[config.mk]
export PLATFORM = sky130hd
export DESIGN_NAME = aap_front
export DESIGN_NICKNAME = d
export VERILOG_FILES = /design/src/rtl/aap_pkg.sv /design/src/rtl/aap_front.sv
export SDC_FILE = /design/constraint.sdc
export NUM_CORES = 1
export LEC_CHECK = 0
export ABC_AREA = 1
export BUFFER_PORTS_ARGS = -buffer_cell sky130_fd_sc_hd__buf_2
export CAP_MARGIN = 40
export CORE_AREA = 2 2 242 244
export DETAILED_ROUTE_END_ITERATION = 6
export DIE_AREA = 0 0 244 246
export HOLD_SLACK_MARGIN = 0.12
export SYNTH_ARGS = -nofsm -noshare
export SYNTH_HDL_FRONTEND = slang
export SYNTH_SLANG_ARGS = --single-unit
[constraint.sdc]
create_clock -name i_clk -period 9.25 [get_ports i_clk]
set_clock_uncertainty 0.2 [all_clocks]
set_input_delay 2.775 -clock i_clk [delete_from_list [all_inputs] [get_ports i_clk]]
set_output_delay 2.775 -clock i_clk [all_outputs]
set_load 0.1 [all_outputs]
[src/rtl/aap_pkg.sv]
`timescale 1ns / 1ps
`default_nettype none
package aap_pkg;

    localparam int FRAC_BITS_DEF    = 16;
    localparam int CORDIC_STEPS_DEF = 24;

    // field widths
    localparam int LEN_W     = 31;
    localparam int RAD_W     = 31;
    localparam int SWP_W     = 20;
    localparam int DIR_W     = 32;
    localparam int PT_W      = 32;
    localparam int ANG_W     = 32;
    localparam int CFG_W     = 32;
    localparam int CFG_IDX_W = 2;

    // internal widths
    localparam int DIV_STEPS = LEN_W + 31;  // quotient bits of (len << 31) / r
    localparam int QMOD_W    = 34;          // quotient mod 2*pi in Q31
    localparam int ZW        = 34;          // CORDIC angle accumulator
    localparam int CW        = 34;          // cos/sin datapath
    localparam int VW        = 36;          // point and direction datapath
    localparam int LIM_W     = RAD_W + SWP_W;

    localparam logic [QMOD_W-1:0] TWO_PI_Q31   = 34'd13493037705;
    localparam logic [29:0]       TURN_PER_RAD = 30'd683565276;
    localparam logic [29:0]       KINV         = 30'd652032874;

    localparam logic [ANG_W-1:0] QUARTER_TURN  = 32'h4000_0000;
    localparam logic [ANG_W-1:0] HALF_TURN     = 32'h8000_0000;
    localparam logic [ANG_W-1:0] THREE_QUARTER = 32'hC000_0000;

    typedef enum logic [CFG_IDX_W-1:0] {
        REG_ARC_RADIUS,
        REG_SWEEP_ANGLE,
        REG_CENTER_DIR_X,
        REG_CENTER_DIR_Y
    } t_reg_idx;

    // atan(2^-i) in binary angle units (full turn = 2^32)
    localparam logic [31:0] ATAN_TAB [32] = '{
        32'h20000000, 32'h12E4051E, 32'h09FB385B, 32'h051111D4,
        32'h028B0D43, 32'h0145D7E1, 32'h00A2F61E, 32'h00517C55,
        32'h0028BE53, 32'h00145F2F, 32'h000A2F98, 32'h000517CC,
        32'h00028BE6, 32'h000145F3, 32'h0000A2FA, 32'h0000517D,
        32'h000028BE, 32'h0000145F, 32'h00000A30, 32'h00000518,
        32'h0000028C, 32'h00000146, 32'h000000A3, 32'h00000051,
        32'h00000029, 32'h00000014, 32'h0000000A, 32'h00000005,
        32'h00000003, 32'h00000001, 32'h00000001, 32'h00000000
    };

    function automatic logic signed [ZW-1:0] atan_at(input int k);
        return (k < 32) ? $signed({2'b00, ATAN_TAB[k[4:0]]}) : '0;
    endfunction

    // one stage of the divider / direction front end
    typedef struct packed {
        logic                    valid;
        logic                    zero;
        logic                    beyond;
        logic [LEN_W-1:0]        lsh;     // dividend bits still to shift in
        logic [RAD_W-1:0]        rem;
        logic [QMOD_W-1:0]       qmod;
        logic signed [VW-1:0]    vx;
        logic signed [VW-1:0]    vy;
        logic signed [ZW-1:0]    vz;
        logic [ANG_W-1:0]        base;
        logic                    fix;     // axis or null direction, angle known
        logic [ANG_W-1:0]        fixang;
    } t_front;

endpackage
`default_nettype wire

[src/rtl/aap_front.sv]
`timescale 1ns / 1ps
`default_nettype none
module aap_front #(
    parameter int K            = 0,
    parameter int CORDIC_STEPS = aap_pkg::CORDIC_STEPS_DEF,
    parameter int FRAC_BITS    = aap_pkg::FRAC_BITS_DEF
) (
    input  wire logic                      i_clk,
    input  wire logic                      i_rst_n,
    input  wire logic                      i_en,
    input  wire logic [aap_pkg::RAD_W-1:0] i_r,
    input  wire logic [aap_pkg::LIM_W-1:0] i_lim,
    input  wire aap_pkg::t_front           i_d,
    output aap_pkg::t_front                o_d
);
    import aap_pkg::*;

    localparam int LHS_W = LEN_W + FRAC_BITS;
    localparam int CMP_W = (LHS_W > LIM_W) ? LHS_W : LIM_W;

    t_front               n_d;
    t_front               r_d;
    logic [RAD_W:0]       rs;
    logic [RAD_W:0]       rdiff;
    logic                 ge;
    logic [QMOD_W:0]      q2;
    logic [QMOD_W:0]      qdiff;
    logic signed [VW-1:0] vx;
    logic signed [VW-1:0] vy;
    logic signed [VW-1:0] sx;
    logic signed [VW-1:0] sy;
    logic [CMP_W-1:0]     lhs;
    logic [CMP_W-1:0]     rhs;

    always_comb begin
        n_d = i_d;
        // restoring divide, one quotient bit
        rs    = {i_d.rem, i_d.lsh[LEN_W-1]};
        rdiff = rs - {1'b0, i_r};
        ge    = (rs >= {1'b0, i_r});
        n_d.rem = ge ? rdiff[RAD_W-1:0] : rs[RAD_W-1:0];
        n_d.lsh = {i_d.lsh[LEN_W-2:0], 1'b0};
        // quotient kept reduced mod 2*pi as it is built
        q2    = {i_d.qmod, ge};
        qdiff = q2 - {1'b0, TWO_PI_Q31};
        n_d.qmod = (q2 >= {1'b0, TWO_PI_Q31}) ? qdiff[QMOD_W-1:0] : q2[QMOD_W-1:0];

        // arc end test, on the whole length in the first stage
        lhs = CMP_W'({i_d.lsh, FRAC_BITS'(0)});
        rhs = CMP_W'(i_lim);
        if (K == 0) begin
            n_d.beyond = !i_d.zero && (lhs > rhs);
        end

        // vectoring CORDIC for the centre direction angle
        vx = i_d.vx;
        vy = i_d.vy;
        sx = vx >>> K;
        sy = vy >>> K;
        if (K < CORDIC_STEPS) begin
            if (vy > 0) begin
                n_d.vx = vx + sy;
                n_d.vy = vy - sx;
                n_d.vz = i_d.vz + atan_at(K);
            end else begin
                n_d.vx = vx - sy;
                n_d.vy = vy + sx;
                n_d.vz = i_d.vz - atan_at(K);
            end
        end
    end

    always_ff @(posedge i_clk) begin
        if (!i_rst_n) begin
            r_d.valid <= 1'b0;
        end else if (i_en) begin
            r_d <= n_d;
        end
    end

    assign o_d = r_d;

endmodule
`default_nettype wire

Word-level counts from Yosys, hierarchy flattened
Index checks and enable logic that the tools add are counted.

word-level totals
  register bits after elaboration = 269
  ROM bits = 0
  bits of input ports = 355
  word-level logic and storage cells = 29
  RAM bits = 0
  memories = 0
  output and inout bits = 270
  latch bits = 0

operators by class
  $lt $le $gt $ge = 4
  multiplexer cells = 3
  reduce and logical (&&, ||, !) cells = 3
  multipliers = 0
  shift operators = 0
  div/mod/pow operators = 0
  equal/unequal tests = 0
  add/subtract/negate cells = 7
  bitwise operators = 0

operator list
  kind                                                                  count
  two-way mux 106 bit                                                   1
  subtractor 36 bit                                                     2
  greater-than comparator 47 x 51 -> 1 bit                              1
  adder 36 bit                                                          1
  greater-than comparator 36 x 1 -> 1 bit (second input constant)       1
  greater-or-equal comparator 35 x 34 -> 1 bit (second input constant)  1
  adder 34 x 31 -> 34 bit (second input constant)                       1
  two-way mux 34 bit                                                    1
  subtractor 34 x 31 -> 34 bit (second input constant)                  1
  subtractor 34 bit (second input constant)                             1
  greater-or-equal comparator 32 x 31 -> 1 bit                          1
  two-way mux 31 bit                                                    1
  subtractor 31 bit                                                     1
  AND reduction 2 bit                                                   1
  logical AND 1 bit                                                     1
  zero test 1 bit                                                       1

Longest topological paths before layout
  depth after elaboration = 3
  depth in mapped cells = 25

Least setup slack after synthesis
OpenSTA, ideal clock, no wires.

  path type = input port to flip-flop
  start = input port i_rst_n
  end = register r_d (netlist bit o_d[0]) (enable)
  setup slack = 0.505 ns
  buffers on the path = 0
  stages = 2
  library setup time = 0.617 ns
  required time = 8.433 ns
  arrival time = 7.928 ns
  path through = nand2_1 > inv_1

between the ends
  word-level cells in the longest chain between the ends = 1

RTL lines
  element                        line             RTL
  start: declaration             aap_front.sv:9   input wire logic i_rst_n,
  AND reduction 2 bit (no line)  --
  end signal: assignment         aap_front.sv:77  r_d <= n_d;
  end: declaration               aap_front.sv:22  t_front r_d;

Every way passes these cells.
A chain may end at the register's enable or synchronous reset.

==> summary.txt <==
Critical path
  • Worst r2r src: o_d[269]
  • Data required time of the worst path: between 9 and 10 ns
  • Setup CP Type: in2reg
  • Max Fanout on Critical Path: 41
  • Worst r2r path cells: 2
  • CP peak stage delay: about 0.56 ns
  • Critical Path, Cell by Cell: buf_2 > inv_1 > ha_1 > fa_1 > inv_1 > nand3_1 > nand2_1 > nand2_1 > nand2_1 > nand2_1 > nand3_1 > nand2_2 > nand2_2 > buf_4 > ha_1 > nand3_1 > nor4_1 > nand3_1 > nand3_4 > nand4_2 > xor2_1
  • R2R Setup Slk: around 8.4 ns
  • WP buf/inv: 4
  • Worst path slowest cell: nor4_1
  • Nature of the critical path startpoint: input port
  • Nature of the critical path endpoint: flop
  • CP Data Arrival Time: 6.65 ns
  • Delay-heaviest family, CP: simple AND/OR/NAND/NOR gates
  • Worst reg2reg endpoint: o_d[269]

Finish
  • Final nets: 3548
  • Number of flip-flops in the largest register: 268
  • Fraction of layout cells with a size suffix above 1: 25.1%
  • Area Growth Syn to Fin: 25.0%
  • Final core occ: 43.4%

Detailed routing
  • Vias: 19.1k
  • Routed WL: about 80000 µm
  • DRT iter0 DRCs: 1383
  • WL per Instance: around 21 µm
  • First-pass DRT Iterations: 6
  • Residual DRC: 0
  • Post-DRT Antenna Nets: 0
  • Via density: about 5.0

Floorplanning
  • Ports: 625
  • Die width: 244 µm
  • Die area: 60000 µm²
  • Row Count: 88
  • Die Height: 246 µm
  • Core Footprint: 57400 µm²
  • Initial Util: 34.7%

CTS
  • Worst-Skew Late Latency: 0.56 ns
  • Hold-fix buffers, CTS: 0
  • TritonCTS buffer count: 35
  • Root buf cell: clkbuf_16
  • Clock Pin Slew Worst Setup and Hold Paths: 0.06 ns
  • Postcts setup bufs: 0
  • H-tree depth: 2
  • CTS tree: done
  • Longest Clk Path Bufs: 3
  • Post-CTS Resized: 0
  • CTS Sinks: 268

Pwr
  • Peak supply drop: around 0.00016 V
  • Pwr dens: about 180 nW/µm²
  • Leakage: approximately 12 nW

Synthesis
  • Synthesized area: roughly 20000 µm²
  • Mapped Cells: 2403
  • Library cells used by synthesis: 65
  • Mapped Avg Cell Area: 8.28 µm²
  • Asr flop ratio synth: 0%
  • Area leader, netlist: edfxtp_1
  • Syn. warnings: 0
  • Seq/Total Area, Yosys: 40.4%
  • Post-Syn Nets: 2935
  • Synth top area share: 40.3%
  • Synth Flop Type: edfxtp_1
  • Post-synth EDFFs: 267
  • Synth area leaders: edfxtp_1 40%, ha_1 11%, nand2_1 7.8%
  • Yosys reg bits: 268

Worst hold path
  • Hold EP: o_d[269]
  • Hold path start: o_d[269]
  • Worst hold-check path type: reg2reg
  • Worst Hold Depth: 2

Timing
  • Fmax: between 0.15 and 0.2 GHz
  • Unrepaired setup endpoints after global routing: no
  • Setup TNS: 0 ns
  • Fin crit period: between 6 and 7 ns
  • Fin. max-slew vios: 0
  • # setup viols final: 0
  • Slew headroom: ~42%
  • Final WS setup: 2.70 ns
  • Final Cycle Share: 70.8%
  • Final Hold Violating Endpoints: 0
  • Worst-Margin Slew: 0.863 ns
  • Hold slack final: 0.370 ns

Global route
  • Grt ovf: 0
  • Largest net degree at the start of global routing: 143
  • First-pass GRT wire length: around 110000 µm
  • GRT Overall Usage: 25.5%
  • Vias in the first global route: 18.3k
  • Initial antenna violation count: 14

Placed design
  • Number of I/O port buffers: 622
  • GP Congestion: approximately 0.95
  • Post-DP HPWL: 66600 µm
  • Post-Place Worst Slack: approximately 2.1 ns

Run
  • Max-cap violations: 0

Outcome
  • Run status: finished clean
==> layer usage <==
metal	routed length [µm]	track usage, %
met4	2940	8.75
met3	5570	4.55
met2	39400	45.5
met5	46	0
met1	32100	30.9
==> cell families (layout without fill, tap and decap cells) <==
group                      Yosys count  after routing  synth area share [%]
and+or+nand+nor                    860            860                  18.6
AOI/OAI and AO/OA                  529            529                  15.6
buffers and inverters              459           1097                  9.22
DFF                                268            268                  40.4
adders and majority gates          177            177                  11.3
xor gates and xnor gates           108            108                  4.79
other                                1              7                0.0188
muxes                                1              1                0.0503
==> cell type report <==
| cell class | instances | area [µm²] |
|---|---|---|
| repair buffers | 630 | 3240 |
| multi-input cells | 1676 | 10000 |
| well taps | 765 | 957 |
| flip-flops and latches | 268 | 8040 |
| inverters | 405 | 1530 |
| clock buffers | 41 | 898 |
| clock inverters | 21 | 178 |
| diodes | 6 | 15.0 |
| fillers | 5929 | 32500 |
==> placed cells by master (no fill, tap or decap), types with 4 or more instances in the layout <==
cell and count:
inv_1 392, nand3_2 7, fa_1 5, edfxtp_1 267, nor2_1 215, clkbuf_1 6
xor2_1 86, a21boi_2 4, nand2_1 415, or2_2 4, o21ai_2 16, inv_2 12
o21ai_1 24, a21o_1 17, o211ai_1 6, nor3_1 39, buf_2 622, clkinv_4 5
clkinv_1 6, clkinv_2 5, ha_1 172, nor2_2 6, nand4_1 24, o221ai_1 4
xnor2_1 21, a2111oi_0 4, diode_2 6, a221oi_1 5, a21oi_2 18, o21a_1 10
a21oi_1 195, o21bai_1 28, nor4_1 15, a31oi_1 17, a21boi_0 8, o21ai_0 154
nand2_2 4, clkbuf_16 35, nand3_1 111
==> cell usage after synthesis (3+ instances only) <==
cell       instances
clkbuf_1          10
fa_1               5
nand3_1          111
nand2_2            3
o21bai_1          28
o221ai_1           4
a221oi_1           5
nor2_1           215
inv_1            393
nor2_2             6
a2111oi_0          4
nand4_1           24
buf_4              7
a21boi_0           8
a21boi_2           4
a31oi_1           17
or2_2              4
xor2_1            86
nor4_1            15
o21ai_0          154
o21bai_2           3
inv_2             12
o21a_1            10
a21o_1            17
edfxtp_1         267
xnor2_1           21
buf_6              4
nand2_1          416
a21oi_2           18
ha_1             172
or2_1              3
nand3b_1           3
nand3_2            7
buf_2             32
a21oi_1          195
nor3_1            39
o21ai_1           24
a211oi_1           3
o21ai_2           16
o211ai_1           6
==> stage by stage <==
step | power [mW] | cell area [µm²] | cells
after detailed placement | 3.27 | 23800 | 3743
final | 4.56 | 24900 | 3812
after CTS | 4.59 | 24900 | 3805
after floorplan | 2.84 | 19900 | 2403
after global routing | 4.75 | 24900 | 3807
after global placement | 3.27 | 23700 | 3740
==> tightest hold or removal path, cell delays in order, from the launching register on <==
cell,delay [ns]
dfxtp_1,0.31
o21ai_0,0.17
a21oi_1,0.05
==> where the power goes <==
part           total (mW)  internal, mW  leakage, nW  switching, mW
Sequential           1.50          1.47         2.50         0.0263
Combinational        1.76         0.372         8.68           1.39
Clock                1.30         0.735        0.526          0.564
==> worst max-delay path by stage <==
stage / start / to / depth (start not counted)
2_1_floorplan: i_rst_n / o_d[0] / 2
3_3_place_gp: i_d[266] / o_d[199] / 26
3_5_place_dp: i_d[266] / o_d[177] / 21
4_1_cts: i_d[266] / o_d[177] / 21
5_1_grt: i_d[266] / o_d[177] / 21
6_report: i_d[266] / o_d[177] / 21
Note: power is estimated with default switching activity, not from simulation.
