===== src/rtl/aap_pkg.sv =====
`timescale 1ns / 1ps
`default_nettype none
package aap_pkg;

    localparam int FRAC_BITS_DEF    = 16;
    localparam int CORDIC_STEPS_DEF = 24;

    // field widths
    localparam int LEN_W     = 31;
    localparam int RAD_W     = 31;
    localparam int SWP_W     = 20;
    localparam int DIR_W     = 32;
    localparam int PT_W      = 32;
    localparam int ANG_W     = 32;
    localparam int CFG_W     = 32;
    localparam int CFG_IDX_W = 2;

    // internal widths
    localparam int DIV_STEPS = LEN_W + 31;  // quotient bits of (len << 31) / r
    localparam int QMOD_W    = 34;          // quotient mod 2*pi in Q31
    localparam int ZW        = 34;          // CORDIC angle accumulator
    localparam int CW        = 34;          // cos/sin datapath
    localparam int VW        = 36;          // point and direction datapath
    localparam int LIM_W     = RAD_W + SWP_W;

    localparam logic [QMOD_W-1:0] TWO_PI_Q31   = 34'd13493037705;
    localparam logic [29:0]       TURN_PER_RAD = 30'd683565276;
    localparam logic [29:0]       KINV         = 30'd652032874;

    localparam logic [ANG_W-1:0] QUARTER_TURN  = 32'h4000_0000;
    localparam logic [ANG_W-1:0] HALF_TURN     = 32'h8000_0000;
    localparam logic [ANG_W-1:0] THREE_QUARTER = 32'hC000_0000;

    typedef enum logic [CFG_IDX_W-1:0] {
        REG_ARC_RADIUS,
        REG_SWEEP_ANGLE,
        REG_CENTER_DIR_X,
        REG_CENTER_DIR_Y
    } t_reg_idx;

    // atan(2^-i) in binary angle units (full turn = 2^32)
    localparam logic [31:0] ATAN_TAB [32] = '{
        32'h20000000, 32'h12E4051E, 32'h09FB385B, 32'h051111D4,
        32'h028B0D43, 32'h0145D7E1, 32'h00A2F61E, 32'h00517C55,
        32'h0028BE53, 32'h00145F2F, 32'h000A2F98, 32'h000517CC,
        32'h00028BE6, 32'h000145F3, 32'h0000A2FA, 32'h0000517D,
        32'h000028BE, 32'h0000145F, 32'h00000A30, 32'h00000518,
        32'h0000028C, 32'h00000146, 32'h000000A3, 32'h00000051,
        32'h00000029, 32'h00000014, 32'h0000000A, 32'h00000005,
        32'h00000003, 32'h00000001, 32'h00000001, 32'h00000000
    };

    function automatic logic signed [ZW-1:0] atan_at(input int k);
        return (k < 32) ? $signed({2'b00, ATAN_TAB[k[4:0]]}) : '0;
    endfunction

    // one stage of the divider / direction front end
    typedef struct packed {
        logic                    valid;
        logic                    zero;
        logic                    beyond;
        logic [LEN_W-1:0]        lsh;     // dividend bits still to shift in
        logic [RAD_W-1:0]        rem;
        logic [QMOD_W-1:0]       qmod;
        logic signed [VW-1:0]    vx;
        logic signed [VW-1:0]    vy;
        logic signed [ZW-1:0]    vz;
        logic [ANG_W-1:0]        base;
        logic                    fix;     // axis or null direction, angle known
        logic [ANG_W-1:0]        fixang;
    } t_front;

endpackage
`default_nettype wire


===== src/rtl/aap_rot.sv =====
`timescale 1ns / 1ps
`default_nettype none
module aap_rot #(
    parameter int K   = 0,
    parameter int W   = aap_pkg::CW,
    parameter int SBW = 1
) (
    input  wire logic                          i_clk,
    input  wire logic                          i_rst_n,
    input  wire logic                          i_en,
    input  wire logic                          i_valid,
    input  wire logic signed [W-1:0]           i_x,
    input  wire logic signed [W-1:0]           i_y,
    input  wire logic signed [aap_pkg::ZW-1:0] i_z,  // first stage: unsigned angle
    input  wire logic [SBW-1:0]                i_sb,
    output logic                               o_valid,
    output logic signed [W-1:0]                o_x,
    output logic signed [W-1:0]                o_y,
    output logic signed [aap_pkg::ZW-1:0]      o_z,
    output logic [SBW-1:0]                     o_sb
);
    import aap_pkg::*;

    logic [ANG_W-1:0]     ang;
    logic signed [W-1:0]  ax;
    logic signed [W-1:0]  ay;
    logic signed [ZW-1:0] az;
    logic signed [W-1:0]  sx;
    logic signed [W-1:0]  sy;
    logic signed [W-1:0]  n_x;
    logic signed [W-1:0]  n_y;
    logic signed [ZW-1:0] n_z;
    logic                 r_valid;
    logic signed [W-1:0]  r_x;
    logic signed [W-1:0]  r_y;
    logic signed [ZW-1:0] r_z;
    logic [SBW-1:0]       r_sb;

    always_comb begin
        ax  = i_x;
        ay  = i_y;
        az  = i_z;
        ang = i_z[ANG_W-1:0];
        // fold second and third quarter turns by a half turn
        if (K == 0) begin
            if (ang[ANG_W-1:ANG_W-2] == 2'b01 || ang[ANG_W-1:ANG_W-2] == 2'b10) begin
                ax  = -i_x;
                ay  = -i_y;
                ang = ang + HALF_TURN;
            end
            az = ZW'($signed(ang));
        end
        sx = ax >>> K;
        sy = ay >>> K;
        if (az >= 0) begin
            n_x = ax - sy;
            n_y = ay + sx;
            n_z = az - atan_at(K);
        end else begin
            n_x = ax + sy;
            n_y = ay - sx;
            n_z = az + atan_at(K);
        end
    end

    always_ff @(posedge i_clk) begin
        if (!i_rst_n) begin
            r_valid <= 1'b0;
        end else if (i_en) begin
            r_valid <= i_valid;
        end
        if (i_en) begin
            r_x  <= n_x;
            r_y  <= n_y;
            r_z  <= n_z;
            r_sb <= i_sb;
        end
    end

    assign o_valid = r_valid;
    assign o_x     = r_x;
    assign o_y     = r_y;
    assign o_z     = r_z;
    assign o_sb    = r_sb;

endmodule
`default_nettype wire


===== config.mk =====
export PLATFORM = sky130hd
export DESIGN_NAME = aap_rot
export DESIGN_NICKNAME = d
export VERILOG_FILES = /design/src/rtl/aap_pkg.sv /design/src/rtl/aap_rot.sv
export SDC_FILE = /design/constraint.sdc
export NUM_CORES = 1
export LEC_CHECK = 0
export BUFFER_PORTS_ARGS = -buffer_cell sky130_fd_sc_hd__buf_2
export CAP_MARGIN = 20
export CORE_MARGIN = 2
export CORE_UTILIZATION = 40
export CTS_CLUSTER_SIZE = 10
export DETAILED_ROUTE_END_ITERATION = 16
export MAX_ROUTING_LAYER = met4
export SLEW_MARGIN = 20
export SYNTH_ARGS = -nofsm -noshare
export SYNTH_HDL_FRONTEND = slang
export SYNTH_SLANG_ARGS = --single-unit
export TNS_END_PERCENT = 100

===== constraint.sdc =====
create_clock -name i_clk -period 4.8 [get_ports i_clk]
set_input_delay 0.24 -clock i_clk [delete_from_list [all_inputs] [get_ports i_clk]]
set_output_delay 0.24 -clock i_clk [all_outputs]
set_load 0.02 [all_outputs]

==> After elaboration in Yosys (flattened, before gate mapping) <==
Index checks and enable logic that the tools add are counted.
{ "word_totals": {"wordCells": 23, "regBits": 104, "output_inout_bits": 104, "inputBits": 107} }
{ "op_classes": {"n_eq_ne": 2, "n_mux": 6, "n_lt_le_gt_ge": 1, "reduce_logical": 1, "add_sub_neg": 8} }
{ "ops": {"columns": ["op", "n"], "rows": [
  ["34-bit 2-to-1 mux", 5],
  ["34-bit negation", 2],
  ["34-bit subtractor", 2],
  ["34-bit adder", 1],
  ["32-bit by 31-bit adder with 33-bit output, second input constant", 1],
  ["32-bit by 31-bit subtractor with 33-bit output, second input constant", 1],
  ["32-bit adder, second input constant", 1],
  ["32-bit by 1-bit >= comparator with 1-bit output, second input constant", 1],
  ["32-bit 2-to-1 mux", 1],
  ["2-bit by 1-bit == test with 1-bit output, second input constant", 1],
  ["2-bit == test, second input constant", 1],
  ["1-bit logical OR", 1]
]} }

==> Depth between registers and ports, before layout <==
Gate-level depths: netlist of the first run.
{ "depth": {"ltp_word": 5, "ltp_mapped": 20, "ltp_nobuf": 20} }

==> Least setup slack after synthesis of the first run <==
OpenSTA, ideal clock, no wires.
{ "synth_timing": {"kind": "input-to-reg", "start": "in i_x[6]", "end": "reg r_y[33] (netlist: o_y[33]), data pin", "setup_slack_ns": 0.388, "setup_ns": 0.264, "required_time_ns": 4.536, "path_stages": 18, "arrival_ns": 4.148, "cell_sequence": "or3_1 -> nor3_1 -> nor2b_1 -> nand4b_1 -> nor4_1 -> a21oi_1 -> xor2_1 -> ha_1 -> clkbuf_1 -> inv_1 -> a21oi_1 -> nor2_1 -> nor2_1 -> o21ai_0 -> or4_1 -> a211o_1 -> a211oi_1 -> xnor2_1"} }
{ "synth_between": {"elab_chain_cells": 4, "elab_cells_between_ends": 5} }
{ "synth_lines": {"columns": ["element", "line_no", "rtl"], "rows": [
  ["start: declaration", "aap_rot.sv:12", "input wire logic signed [W-1:0] i_x,"],
  ["34-bit negation", "aap_rot.sv:47", "ax = -i_x;"],
  ["34-bit 2-to-1 mux (*)", "aap_rot.sv:46", "if (ang[ANG_W-1:ANG_W-2] == 2'b01 || ang[ANG_W-1:ANG_W-2] == 2'b10) begin"],
  ["34-bit subtractor or 34-bit adder (tied branches)", "aap_rot.sv:61, aap_rot.sv:57", null],
  ["34-bit 2-to-1 mux (*)", "aap_rot.sv:55", "if (az >= 0) begin"],
  ["via n_y[33]", "aap_rot.sv:31", "logic signed [W-1:0] n_y;"],
  ["end signal: assignment", "aap_rot.sv:74", "r_y <= n_y;"],
  ["end: declaration", "aap_rot.sv:35", "logic signed [W-1:0] r_y;"]
]} }
Mark *: on every way through the listed nets, which the timed path passes. The rest lies on a longest branch.
A chain may end at the register's enable or synchronous reset.

==> Worst setup path after layout of the first run <==
{ "layout_timing": {"start": "in i_x[6]", "end": "reg r_y[30] (netlist: o_y[30]), data pin"} }
Same word-level chain as after synthesis.

==> results.py, run 1 <==
metrics = {
    "place": {
        "hpwl_um": 30200,
        "dpl-instance-area_sq_um": 12800,
        "gp_congestion": 0.976,
        "io_buffers": 208,
        "place_inst": 1869,
    },
    "run": {
        "cap_violations": 0,
    },
    "clock_tree": {
        "cts_max_level": 3,
        "hold_buffers": 0,
        "clk_pin_slew_ns": 0.08,
        "clk_latency_ns": 0.35,
        "cts.sinks": 102,
        "cts_tree": "yes",
        "cts_inserted_buffers": 9,
        "postCtsSetupRepairBufs": 0,
        "cts-root-buf": "clkbuf_16",
        "ctsLongestPathBuffers": 2,
    },
    "yosys": {
        "syn-num-nets": 1443,
        "synth.distinct_cells": 63,
        "synth-async-reset-ratio_pct": 0,
        "syn-cell-area_sq_um": 10400,
        "yosysTopAreaCell": "edfxtp_1",
        "synthTopCellsByArea": "edfxtp_1 (29%), ha_1 (12%), a21oi_1 (7.0%)",
        "synth-seq-cells": 102,
        "netlist_instances": 1230,
        "synth_top_area_share_pct": 29.2,
        "ys_seq_area_share_pct": 29.4,
        "synth_flop_cell": "edfxtp_1",
        "syn_avg_cell_area_sq_um": 8.45,
        "synth_edf_count": 101,
        "yosysWarnings": 0,
    },
    "worst_setup_path": {
        "path_cells": "buf_2 > or3_1 > nor3_1 > nor2b_2 > nand4b_1 > nor4_1 > buf_4 > a31oi_1 > xor2_2 > ha_1 > nor4_1 > nand2b_1 > buf_4 > nor4_1 > buf_4 > inv_1 > o41ai_1 > o21ba_2 > a211oi_1 > xnor2_1",
        "r2r_slack_ns": 4.21,
        "rr_endpoint": "o_valid",
        "crit_arrival_ns": 4.52,
        "startpoint": "i_x[6]",
        "crit_path_end_kind": "flop",
        "crit_fanout": 4,
        "crit_type": "input port to flop",
        "crit_path_top_delay_cell": "or3_1",
        "worstRegToRegCells": 2,
        "required_ns": 4.91,
        "slowest_delay_ns": 0.39,
        "rr_startpoint": "o_valid",
        "worst_setup_path_start_kind": "input port",
    },
    "layout": {
        "postLayoutCellArea_sq_um": 13200,
        "area.growth.synth_to_final_pct": 26.6,
        "final_common_cell": "buf_2",
        "drive_above_1_share_pct": 25.6,
        "final_cells": 1886,
        "layout_common_cells": "buf_2 (206), buf_4 (157), a21oi_1 (145)",
        "nets": 1763,
    },
    "grt": {
        "grt-ovfl-total": 0,
        "track_usage_pct": 26.7,
        "antenna_found_initial": 1,
        "grt_first_pass_wirelength_um": 54000,
        "grt_pass1_vias": 9347,
        "grt_start_max_net_pins": 70,
    },
    "die": {
        "core-area_sq_um": 25300,
        "die_x_um": 165,
        "dieArea_sq_um": 27300,
        "die_h_um": 165,
        "initial_core_util_pct": 41.0,
        "std_cell_rows": 58,
        "boundaryPins": 211,
    },
    "drt": {
        "route.detailed.drc": 0,
        "vias": 10400,
        "antenna_left": 0,
        "via_per_inst": 5.50,
        "drt-wirelength-per-cell_um": 19.0,
        "routed_wl_um": 35800,
        "first_pass_iters": 5,
        "first_iter_violations": 1039,
    },
    "sta": {
        "setup_viol": 0,
        "fin_skew_ns": 0,
        "tightest_slew_ns": 0.852,
        "fmax_ghz": 0.227,
        "hold_violations": 0,
        "finalCriticalPeriod_ns": 4.41,
        "hold_slack_ns": 0.0498,
        "slew_headroom_pct": 43.2,
        "fin_crit_sh_pct": 92.0,
        "rsz0062_at_grt": "false",
        "slew_violations": 0,
    },
    "hold_path": {
        "min_path_cells": 1,
        "min_to": "o_z[27]",
        "hold_class": "input port to flop",
        "worstHoldStart": "i_z[27]",
    },
    "power": {
        "leakage_uw": 0.00586,
        "ir_worst_vdd_v": 0.000256,
        "power.density_nw_per_um2": 434,
    },
    "status": {
        "status": "finished, final reports clean",
    },
}
## per-stage QoR
stage	setup slack, ns	total power [uW]	TNS (ns)	util (%)
2_1_floorplan	0.388	3530	0	-
3_5_place_dp	-0.137	4940	-0.201	50.6
6_report	0.386	5710	0	51.9
5_1_grt	0.0271	6080	0	51.9
3_3_place_gp	-0.0488	4920	-0.0488	50.6
4_1_cts	0.230	5670	0	51.8
## critical path, delay by kind of cell
| kind | cells | cell delay (ns) |
|---|---|---|
| xor gates and xnor gates | 2 | 0.29 |
| AOI/OAI and AO/OA | 4 | 0.91 |
| and+or+nand+nor | 8 | 2.02 |
| buffers and inverters | 5 | 0.69 |
| adders and majority gates | 1 | 0.36 |
## area by class of cell
cell class | count | area (sq um)
fillers | 2448 | 12200
multi-input cells | 967 | 6780
flip-flops and latches | 102 | 3050
repair buffers | 363 | 2210
well taps | 330 | 413
inverters | 107 | 402
clock buffers | 9 | 225
clock inverters | 7 | 66.3
diodes | 1 | 2.50
## repair_timing
action,CTS,global route
setup endpoints to repair,0,5
endpoints found under the hold margin,0,0
resized for setup,0,7
## how the worst max path moves through the flow
| stage | cells after the start | endpoint | slack, ns |
|---|---|---|---|
| 3_5_place_dp | 20 | o_x[33] | -0.14 |
| 5_1_grt | 19 | o_x[33] | 0.03 |
| 2_1_floorplan | 18 | o_y[33] | 0.39 |
| 3_3_place_gp | 20 | o_x[33] | -0.05 |
| 4_1_cts | 20 | o_x[33] | 0.23 |
| 6_report | 20 | o_y[30] | 0.39 |
## registers in the layout (all words and copies together), names as in the netlist
| register | flops |
|---|---|
| o_valid | 1 |
| o_sb | 1 |
| o_y | 33 |
| o_x | 34 |
| o_z | 33 |
## metal layers
metal | GRT usage [%] | wire length, um | vias to the layer above
met5 | - | 0 | -
met4 | 4.31 | 230 | 0
met3 | 4.47 | 3080 | 18
met2 | 34.7 | 13800 | 453
met1 | 42.9 | 18700 | 4856
li1 | - | - | 5048
## Yosys cell counts, types with 16 or more instances
| library cell | instances |
|---|---|
| a21oi_1 | 145 |
| edfxtp_1 | 101 |
| xor2_1 | 52 |
| xnor2_1 | 82 |
| nor2b_1 | 18 |
| nor4_1 | 17 |
| mux2i_1 | 18 |
| a21o_1 | 24 |
| nand3_1 | 24 |
| clkbuf_1 | 40 |
| nand2_1 | 47 |
| a211oi_1 | 22 |
| nor2_1 | 110 |
| nand2b_1 | 23 |
| o31ai_1 | 16 |
| inv_1 | 106 |
| nor3_1 | 36 |
| ha_1 | 102 |
| o21ai_0 | 70 |
## kinds of logic (layout without fill, tap and decap cells)
group | after synthesis | count (layout) | synth area share, %
simple gates | 332 | 332 | 16.2
mux | 18 | 18 | 1.73
fa+ha+maj | 106 | 106 | 13.0
other cells | 0 | 1 | 0
buf+inv | 161 | 486 | 5.90
xor+xnor | 134 | 134 | 11.3
flops | 102 | 102 | 29.4
compound gates | 377 | 377 | 22.5
## where the power goes
part           switching, uW  internal, uW
combinational           2200          1410
clock                    354           365
sequential              55.4          1320
Power figures use the tool's default switching activity.
==> inputs of run 2 (changes only) <==
--- a/config.mk
+++ b/config.mk
@@ -8,7 +8,7 @@
 export BUFFER_PORTS_ARGS = -buffer_cell sky130_fd_sc_hd__buf_2
 export CAP_MARGIN = 20
 export CORE_MARGIN = 2
-export CORE_UTILIZATION = 40
+export CORE_UTILIZATION = 29
 export CTS_CLUSTER_SIZE = 10
 export DETAILED_ROUTE_END_ITERATION = 16
 export MAX_ROUTING_LAYER = met4
==> run 2 against run 1 <==
  * Combinational power about the same
  * Flip-flop and latch count did not move
  * Total power grew 0.20%
  * Core utilization down 14 points
  * Global-route usage decreased by 6.8 points
  * Critical path type unchanged
  * Maximum frequency decreased by 2.6%
  * Highest routed layer unchanged
  * Critical path depth grew 1
  * Worst hold slack gained 0.0049 ns
==> results.py, run 2 (same netlist as run 1, synthesis figures left out) <==
metrics = {
    "clock_tree": {
        "cts_max_level": 3,
        "clk_pin_slew_ns": 0.07,
        "cts-root-buf": "clkbuf_16",
        "cts.sinks": 102,
        "cts_inserted_buffers": 9,
        "ctsLongestPathBuffers": 2,
        "clk_latency_ns": 0.35,
        "cts_tree": "yes",
    },
    "run": {
        "cap_violations": 0,
    },
    "sta": {
        "finalCriticalPeriod_ns": 4.53,
        "rsz0062_at_grt": "false",
        "setup_ws_ns": 0.271,
        "hold_violations": 0,
        "slew_violations": 0,
        "fmax_ghz": 0.221,
        "setup_viol": 0,
        "slew_headroom_pct": 39.1,
        "fin_skew_ns": 0,
        "fin_crit_sh_pct": 94.4,
        "tightest_slew_ns": 0.914,
    },
    "place": {
        "place_ws_ns": -0.150,
        "io_buffers": 208,
        "gp_congestion": 1.05,
        "place_inst": 2004,
        "hpwl_um": 31200,
    },
    "layout": {
        "final_util_pct": 37.7,
        "drive_above_1_share_pct": 26.0,
        "nets": 1767,
        "final_common_cell": "buf_2",
        "num-fill-cells": 3713,
        "area.growth.synth_to_final_pct": 28.6,
        "final_cells": 2021,
        "largest_reg_flops": 34,
        "layout_common_cells": "buf_2 (206), buf_4 (161), a21oi_1 (144)",
    },
    "power": {
        "ir_worst_vdd_v": 0.000214,
        "leakage_uw": 0.00588,
        "total_power_uw": 5720,
        "power.density_nw_per_um2": 428,
    },
    "die": {
        "die_x_um": 193,
        "std_cell_rows": 69,
        "core-area_sq_um": 35400,
        "dieArea_sq_um": 37400,
        "boundaryPins": 211,
        "initial_core_util_pct": 29.4,
        "die_h_um": 193,
    },
    "drt": {
        "vias": 10200,
        "first_pass_iters": 5,
        "routed_wl_um": 37100,
        "antenna_left": 0,
        "route.detailed.drc": 0,
        "drt-wirelength-per-cell_um": 18.3,
        "first_iter_violations": 697,
        "via_per_inst": 5.06,
    },
    "worst_setup_path": {
        "worst-path-buf-inv": 6,
        "worstRegToRegCells": 2,
        "path_delay_family": "compound AO/OA/AOI/OAI gates",
        "crit_fanout": 10,
        "path_depth": 21,
        "crit_arrival_ns": 4.62,
        "crit_path_end_kind": "flop",
        "crit_path_top_delay_cell": "a221oi_1",
        "crit_type": "input port to flop",
        "slowest_delay_ns": 0.43,
        "worst_setup_path_start_kind": "input port",
        "critPathMostFrequentCell": "buf_4",
        "path_cells": "buf_2 > nor4_2 > buf_4 > nor4b_1 > buf_4 > nand3_1 > nor2_1 > buf_4 > a21oi_1 > xor2_2 > ha_1 > inv_1 > buf_4 > a21oi_1 > o31ai_1 > o21ai_0 > o211ai_1 > a221oi_1 > o21ai_0 > a221oi_1 > xor2_1",
        "required_ns": 4.89,
    },
    "grt": {
        "track_usage_pct": 19.9,
        "antenna_found_initial": 1,
        "grt-ovfl-total": 0,
        "grt_start_max_net_pins": 73,
        "grt_first_pass_wirelength_um": 57000,
        "grt_pass1_vias": 9975,
    },
    "status": {
        "status": "finished, final reports clean",
    },
    "hold_path": {
        "min_path_cells": 1,
        "hold_class": "input port to flop",
    },
}
## run 2: what timing repair did
action	in CTS	in global routing
hold buffers	0	0
resized for setup	0	13
setup endpoints to repair	0	9
buffers inserted	0	0
## run 2: worst paths after layout
check / start / endpoint / slack [ns]
setup / recovery: i_y[8] / o_y[28] / 0.27
hold reg to reg: o_valid / o_valid / 0.52
setup reg to reg: o_valid / o_valid / 4.22
hold / removal: i_z[20] / o_z[20] / 0.05
## run 2: worst register-to-register path: stages, from the launching register on
cell,delay [ns]
dfxtp_1,0.31
mux2i_1,0.12
nor2b_1,0.06
## run 2: metal layers
layer  up-vias  wire length [um]  global-route usage (%)
met1      4816             19200                    29.7
met3        35              2220                    3.56
met4         0               546                    4.38
met2       314             15100                    27.7
met5         -                 0                       -
li1       5056                 -                       -
## run 2: layout make-up
class                   count  area (sq um)  share of cell area [%]
multi-input cells         967          6810                    50.9
well taps                 461           577                    4.32
flip-flops and latches    102          3050                    22.8
clock inverters             7          57.6                   0.431
clock buffers               9           225                    1.69
diodes                      1          2.50                  0.0187
inverters                 107           402                    3.01
repair buffers            367          2240                    16.8
## run 2: through the flow
step	TNS [ns]	area (sq um)	hold WS, ns
floorplan	0	10400	0.339
global placement	-0.599	13000	0.417
detailed placement	-0.683	13000	0.418
CTS	0	13300	0.0330
global route	0	13400	0.0394
finish	0	13400	0.0547
## run 2: power by group
group	leakage [uW]	internal [uW]	switching, uW	total [uW]
sequential	0.000997	1330	57.8	1380
combinational	0.00474	1430	2210	3640
clock	0.000136	359	340	699
